$ cat src/rtl/core/msod_pkg.sv
// Package with the constants, types and edge functions of the square overlap depth block.
package msod_pkg;

   localparam int MAX_SQUARES = 128;
   localparam int COORD_BITS  = 32;
   localparam int FIELD_BITS  = 32;
   localparam int OUT_BITS    = 8;
   localparam int IDX_W       = (MAX_SQUARES > 1) ? $clog2(MAX_SQUARES) : 1;
   localparam int CNT_W       = $clog2(MAX_SQUARES + 1);
   localparam int EDGE_W      = COORD_BITS + 2;
   localparam int SQ_W        = 3 * COORD_BITS;

   typedef logic [COORD_BITS-1:0] coord_type;
   typedef logic [EDGE_W-1:0]     edge_type;
   typedef logic [IDX_W-1:0]      idx_type;
   typedef logic [CNT_W-1:0]      cnt_type;

   typedef struct packed {
      logic    ram_we;
      idx_type ram_waddr;
      idx_type ram_raddr;
      logic    latch_px;
      logic    latch_py;
      logic    clear_cnt;
      logic    scan_issue;
      logic    update_best;
      logic    clear_best;
      logic    load_rsp;
   } cmd_type;

   typedef struct packed {
      logic rsp_busy;
   } status_type;

   function automatic edge_type low_edge(coord_type c, coord_type s);
      low_edge = (EDGE_W'(c) << 1) + (EDGE_W'(1) << COORD_BITS) - EDGE_W'(s);
   endfunction

   function automatic edge_type high_edge(coord_type c, coord_type s);
      high_edge = (EDGE_W'(c) << 1) + (EDGE_W'(1) << COORD_BITS) + EDGE_W'(s);
   endfunction

endpackage

$ cat src/rtl/core/msod_ctrl.sv
// Controller that loads squares and sequences the candidate point scans.
module msod_ctrl import msod_pkg::*; (
   input  logic       clock,
   input  logic       reset,
   input  logic       req_valid,
   input  logic       req_last,
   output logic       req_ready,
   input  status_type status,
   output cmd_type    cmd
);
   localparam logic [2:0] S_LOAD  = 3'd0;
   localparam logic [2:0] S_FI    = 3'd1;
   localparam logic [2:0] S_FJ    = 3'd2;
   localparam logic [2:0] S_LJ    = 3'd3;
   localparam logic [2:0] S_SCAN  = 3'd4;
   localparam logic [2:0] S_DRAIN = 3'd5;
   localparam logic [2:0] S_NEXT  = 3'd6;
   localparam logic [2:0] S_DONE  = 3'd7;

   logic [2:0] state_ff, state_in;
   cnt_type    count_ff, count_in;
   idx_type    i_ff, i_in, j_ff, j_in, k_ff, k_in;
   logic       fi_wait_ff, fi_wait_in;
   logic       accept;
   logic       i_end, j_end, k_end;

   assign accept = req_valid && req_ready;
   assign i_end  = (CNT_W'(i_ff) + CNT_W'(1)) >= count_ff;
   assign j_end  = (CNT_W'(j_ff) + CNT_W'(1)) >= count_ff;
   assign k_end  = (CNT_W'(k_ff) + CNT_W'(1)) >= count_ff;

   always_comb begin
      state_in   = state_ff;
      count_in   = count_ff;
      i_in       = i_ff;
      j_in       = j_ff;
      k_in       = k_ff;
      fi_wait_in = 1'b0;
      req_ready  = 1'b0;
      cmd        = '0;
      cmd.ram_waddr = count_ff[IDX_W-1:0];
      unique case (state_ff)
         S_LOAD: begin
            req_ready = 1'b1;
            if (accept) begin
               if (count_ff < CNT_W'(MAX_SQUARES)) begin
                  cmd.ram_we = 1'b1;
                  count_in   = count_ff + CNT_W'(1);
               end
               if (req_last) begin
                  cmd.clear_best = 1'b1;
                  i_in     = '0;
                  j_in     = '0;
                  state_in = S_FI;
               end
            end
         end
         S_FI: begin
            cmd.ram_raddr = i_ff;
            cmd.latch_px  = fi_wait_ff;
            fi_wait_in    = !fi_wait_ff;
            if (fi_wait_ff) begin
               state_in = S_FJ;
            end
         end
         S_FJ: begin
            cmd.ram_raddr = j_ff;
            state_in      = S_LJ;
         end
         S_LJ: begin
            cmd.latch_py  = 1'b1;
            cmd.clear_cnt = 1'b1;
            k_in          = '0;
            state_in      = S_SCAN;
         end
         S_SCAN: begin
            cmd.ram_raddr  = k_ff;
            cmd.scan_issue = 1'b1;
            k_in           = k_ff + IDX_W'(1);
            if (k_end) begin
               state_in = S_DRAIN;
            end
         end
         S_DRAIN: begin
            state_in = S_NEXT;
         end
         S_NEXT: begin
            cmd.update_best = 1'b1;
            if (!j_end) begin
               j_in     = j_ff + IDX_W'(1);
               state_in = S_FJ;
            end else if (!i_end) begin
               j_in     = '0;
               i_in     = i_ff + IDX_W'(1);
               state_in = S_FI;
            end else begin
               state_in = S_DONE;
            end
         end
         S_DONE: begin
            if (!status.rsp_busy) begin
               cmd.load_rsp = 1'b1;
               count_in     = '0;
               state_in     = S_LOAD;
            end
         end
         default: begin
            state_in = S_LOAD;
         end
      endcase
   end

   always_ff @(posedge clock) begin
      if (reset) begin
         state_ff   <= S_LOAD;
         count_ff   <= '0;
         fi_wait_ff <= 1'b0;
      end else begin
         state_ff   <= state_in;
         count_ff   <= count_in;
         fi_wait_ff <= fi_wait_in;
      end
      i_ff <= i_in;
      j_ff <= j_in;
      k_ff <= k_in;
   end
endmodule

$ cat config.mk
export PLATFORM = sky130hd
export DESIGN_NAME = msod_ctrl
export DESIGN_NICKNAME = d
export VERILOG_FILES = /design/src/rtl/core/msod_pkg.sv /design/src/rtl/core/msod_ctrl.sv
export SDC_FILE = /design/constraint.sdc
export NUM_CORES = 1
export LEC_CHECK = 0
export BUFFER_PORTS_ARGS = -buffer_cell sky130_fd_sc_hd__buf_2
export CORE_MARGIN = 2
export CORE_UTILIZATION = 55
export CTS_BUF_LIST = sky130_fd_sc_hd__clkbuf_4 sky130_fd_sc_hd__clkbuf_8
export CTS_CLUSTER_DIAMETER = 120
export DETAILED_ROUTE_END_ITERATION = 10
export GPL_ROUTABILITY_DRIVEN = 1
export PLACE_DENSITY = 0.76
export RECOVER_POWER = 25
export SKIP_CTS_REPAIR_TIMING = 1
export SYNTH_ARGS = -nofsm -noshare
export SYNTH_HDL_FRONTEND = slang
export SYNTH_SLANG_ARGS = --single-unit
export TNS_END_PERCENT = 100
$ cat constraint.sdc
create_clock -name clock -period 3.2 [get_ports clock]
set_input_delay 0.16 -clock clock [delete_from_list [all_inputs] [get_ports clock]]
set_output_delay 0.16 -clock clock [all_outputs]
set_load 0.02 [all_outputs]
==> flow_metrics.py <==
metrics = {
    "sta": {
        "setup_viol_count_final": 0,
        "slew_headroom_pct": 26.21,
        "setup_tns_ps": 0,
        "grt_setup_unrepaired": "false",
        "fin_crit_sh_pct": 91.82,
        "worstMarginPinSlew_ps": 1095,
        "slew_viol_final": 0,
        "holdWs_ps": 152.7,
        "final_hold_viol_count": 0,
        "fin_crit_ps": 2938,
        "finClkSkew_ps": 14.53,
        "max_freq_ghz": 0.3404,
    },
    "logic_synthesis": {
        "yosysTopAreaCell": "edfxtp_1",
        "synth_edf_count": 21,
        "synthDistinctLibCells": 40,
        "synth_area_um2": 2450,
        "yosysMostFrequentCell": "ha_1",
        "synth_nets": 304,
        "async_flop_share_pct": 0,
        "ys_ff_latch": 33,
        "ys.warnings.count": 0,
        "avgSynthCellArea_um2": 9.040,
        "yosysSeqAreaShare_pct": 35.55,
        "syn_inst": 271,
        "synthTopCellsByArea": "edfxtp_1 (26%), ha_1 (14%), dfxtp_1 (9.8%)",
        "synth_common_cells": "ha_1 (28), nor2_1 (24), edfxtp_1 (21)",
        "synthFlopType": "edfxtp_1",
        "synth_top_cell_area_share_pct": 25.74,
    },
    "setup_path": {
        "critPathArrivalTime_ps": 2850,
        "crit_path_end_kind": "register",
        "critPathRequiredTime_ps": 3110,
        "critPathLaunchType": "register",
        "path_class": "reg2reg",
        "critPathMaxFanout": 7,
    },
    "routing": {
        "dr_total_vias": 2047,
        "top_layer": "met4",
        "drc": 0,
        "drtIter0Drc": 136,
        "wl_met2_mm": 2.424,
        "wl_mm": 5.350,
        "wl_per_cell_um": 15.64,
        "drtAntennaViolNets": 0,
        "dr.pass1.iters": 4,
        "viasPerCell": 5.985,
        "wl_met3_um": 327,
        "wl_met1_mm": 2.532,
    },
    "min_path": {
        "hold_class": "in2reg",
    },
    "cts": {
        "cts.sink_count": 33,
        "insertion_delay_ps": 290,
        "clkSlewWorstSetupHoldPaths_ps": 70,
        "cts_tree": "done",
        "numCtsBuffers": 5,
        "cts_root_buf": "clkbuf_8",
        "htree_levels": 2,
        "cts_max_path_buffers": 2,
    },
    "power_and_ir_drop": {
        "vdd_drop_max_mv": 0.3139,
        "power.share.sequential_pct": 39.3,
        "power_frac_clock_pct": 20.2,
        "power_density_nw_per_um2": 639.8,
        "switching_share_pct": 40.49,
        "total_power_w": 0.001686,
        "leakage_nw": 1.078,
        "p_comb_share_pct": 40.5,
        "p_sw_w": 0.0006826,
        "p_int_w": 0.001003,
    },
    "global_routing": {
        "antenna_found_initial": 0,
        "grt_max_degree": 19,
        "gr-total-overflow": 0,
        "grt_pass1_vias": 1833,
        "grtUsageTotal_pct": 22.69,
        "grt_pass1_wl_mm": 8.811,
    },
    "finish": {
        "area_delta_synth_final_pct": 7.559,
        "drive_above_1_share_pct": 10.34,
        "fin_area_um2": 2635,
        "layout.nets": 322,
        "num_antenna_cells": 0,
    },
    "place": {
        "gp_congestion": 0.8570,
        "postPlaceCellArea_um2": 2555,
        "place_hpwl_mm": 4.128,
        "io_buffers": 27,
    },
    "run": {
        "cap_violations": 0,
    },
    "die": {
        "die_w_um": 70.74,
        "die_y_um": 70.74,
        "boundaryPins": 28,
        "core_um2": 4324,
        "rows": 24,
        "die_area_um2": 5004,
        "start_util_pct": 56.66,
    },
    "outcome": {
        "status": "complete, no violations",
    },
}
==> logic make-up (layout without fill, tap and decap cells) <==
kind of cell / count (synthesis) / after routing / synth area share (%)
compound gates: 50 / 50 / 13.74
xor+xnor: 20 / 20 / 7.150
fa+ha+maj: 28 / 28 / 14.30
buf+inv: 32 / 51 / 6.486
flops: 33 / 33 / 35.55
mux: 1 / 1 / 0.4086
simple gates: 107 / 107 / 22.37
==> metrics by stage <==
step	std cells	util, %	worst slack, ps
after floorplan	271	-	483.9
after global placement	334	59.09	349.6
after detailed placement	334	59.09	253.3
after CTS	342	61.34	232.1
after global routing	342	60.94	43.35
final	342	60.94	261.9
==> final timing paths <==
check        slack [ps]  cells past startpoint               endpoint             startpoint
max                 260                     10  i_ff[0]$_SDFFCE_PN0P_  j_ff[0]$_SDFFCE_PP0P_
min                 150                      2  fi_wait_ff$_SDFF_PP0_                  reset
max reg2reg         260                     10  i_ff[0]$_SDFFCE_PN0P_  j_ff[0]$_SDFFCE_PP0P_
min reg2reg         460                      1  fi_wait_ff$_SDFF_PP0_  fi_wait_ff$_SDFF_PP0_
==> final cells by class <==
cell class                 instances  area [µm²]
tap                               52       65.06
inverter                          15       56.30
multi-input combinational        206        1418
timing repair buffer              28       127.6
sequential                        33       870.8
clock buffer                       8       97.59
fill                             396        1689
==> per-layer routing <==
| metal | GRT usage (%) | vias to the layer above |
|---|---|---|
| met5 | 0 | - |
| met4 | 7.966 | 0 |
| met3 | 4.558 | 10 |
| met2 | 35.41 | 81 |
| met1 | 31.57 | 951 |
| li1 | - | 1005 |
==> layout by cell type (no fill, tap or decap), types with 8 or more instances in the layout <==
master | synthesis | routed
xnor2_1 | 13 | 13
a22oi_1 | 9 | 9
nand3_1 | 14 | 14
clkbuf_1 | 3 | 12
inv_1 | 15 | 15
edfxtp_1 | 21 | 21
nor2_1 | 24 | 24
nor2b_1 | 10 | 10
and3_1 | 8 | 8
ha_1 | 28 | 28
o21ai_0 | 14 | 14
buf_2 | 4 | 15
and2_1 | 11 | 11
dfxtp_1 | 12 | 12
a21oi_1 | 8 | 8
nand2_1 | 20 | 20
==> power by group through the flow <==
| stage | Combinational [W] | Clock (W) | Sequential, W |
|---|---|---|---|
| 4_1_cts | 0.000697 | 0.000347 | 0.000658 |
| 5_1_grt | 0.000768 | 0.000368 | 0.000673 |
| 6_report | 0.000682 | 0.000341 | 0.000662 |
| 2_1_floorplan | 0.000577 | 0 | 0.000605 |
| 3_5_place_dp | 0.000694 | 0 | 0.000667 |
| 3_3_place_gp | 0.000680 | 0 | 0.000665 |
==> sequential cells by signal, summed over array words and instances, names as in the netlist <==
name	cells
count_ff	8
fi_wait_ff	1
i_ff	7
j_ff	7
k_ff	7
state_ff	3
==> critical path, stage by stage, from the launching register on <==
cell and delay, ps:
edfxtp_1 490, ha_1 270, nand3_1 110, nor2_1 70, xor2_1 150, ha_1 330, a21oi_1 80, a21boi_0 220
or2_2 170, o21ai_0 80, a21oi_1 610
Note: power is estimated with default switching activity, not from simulation.
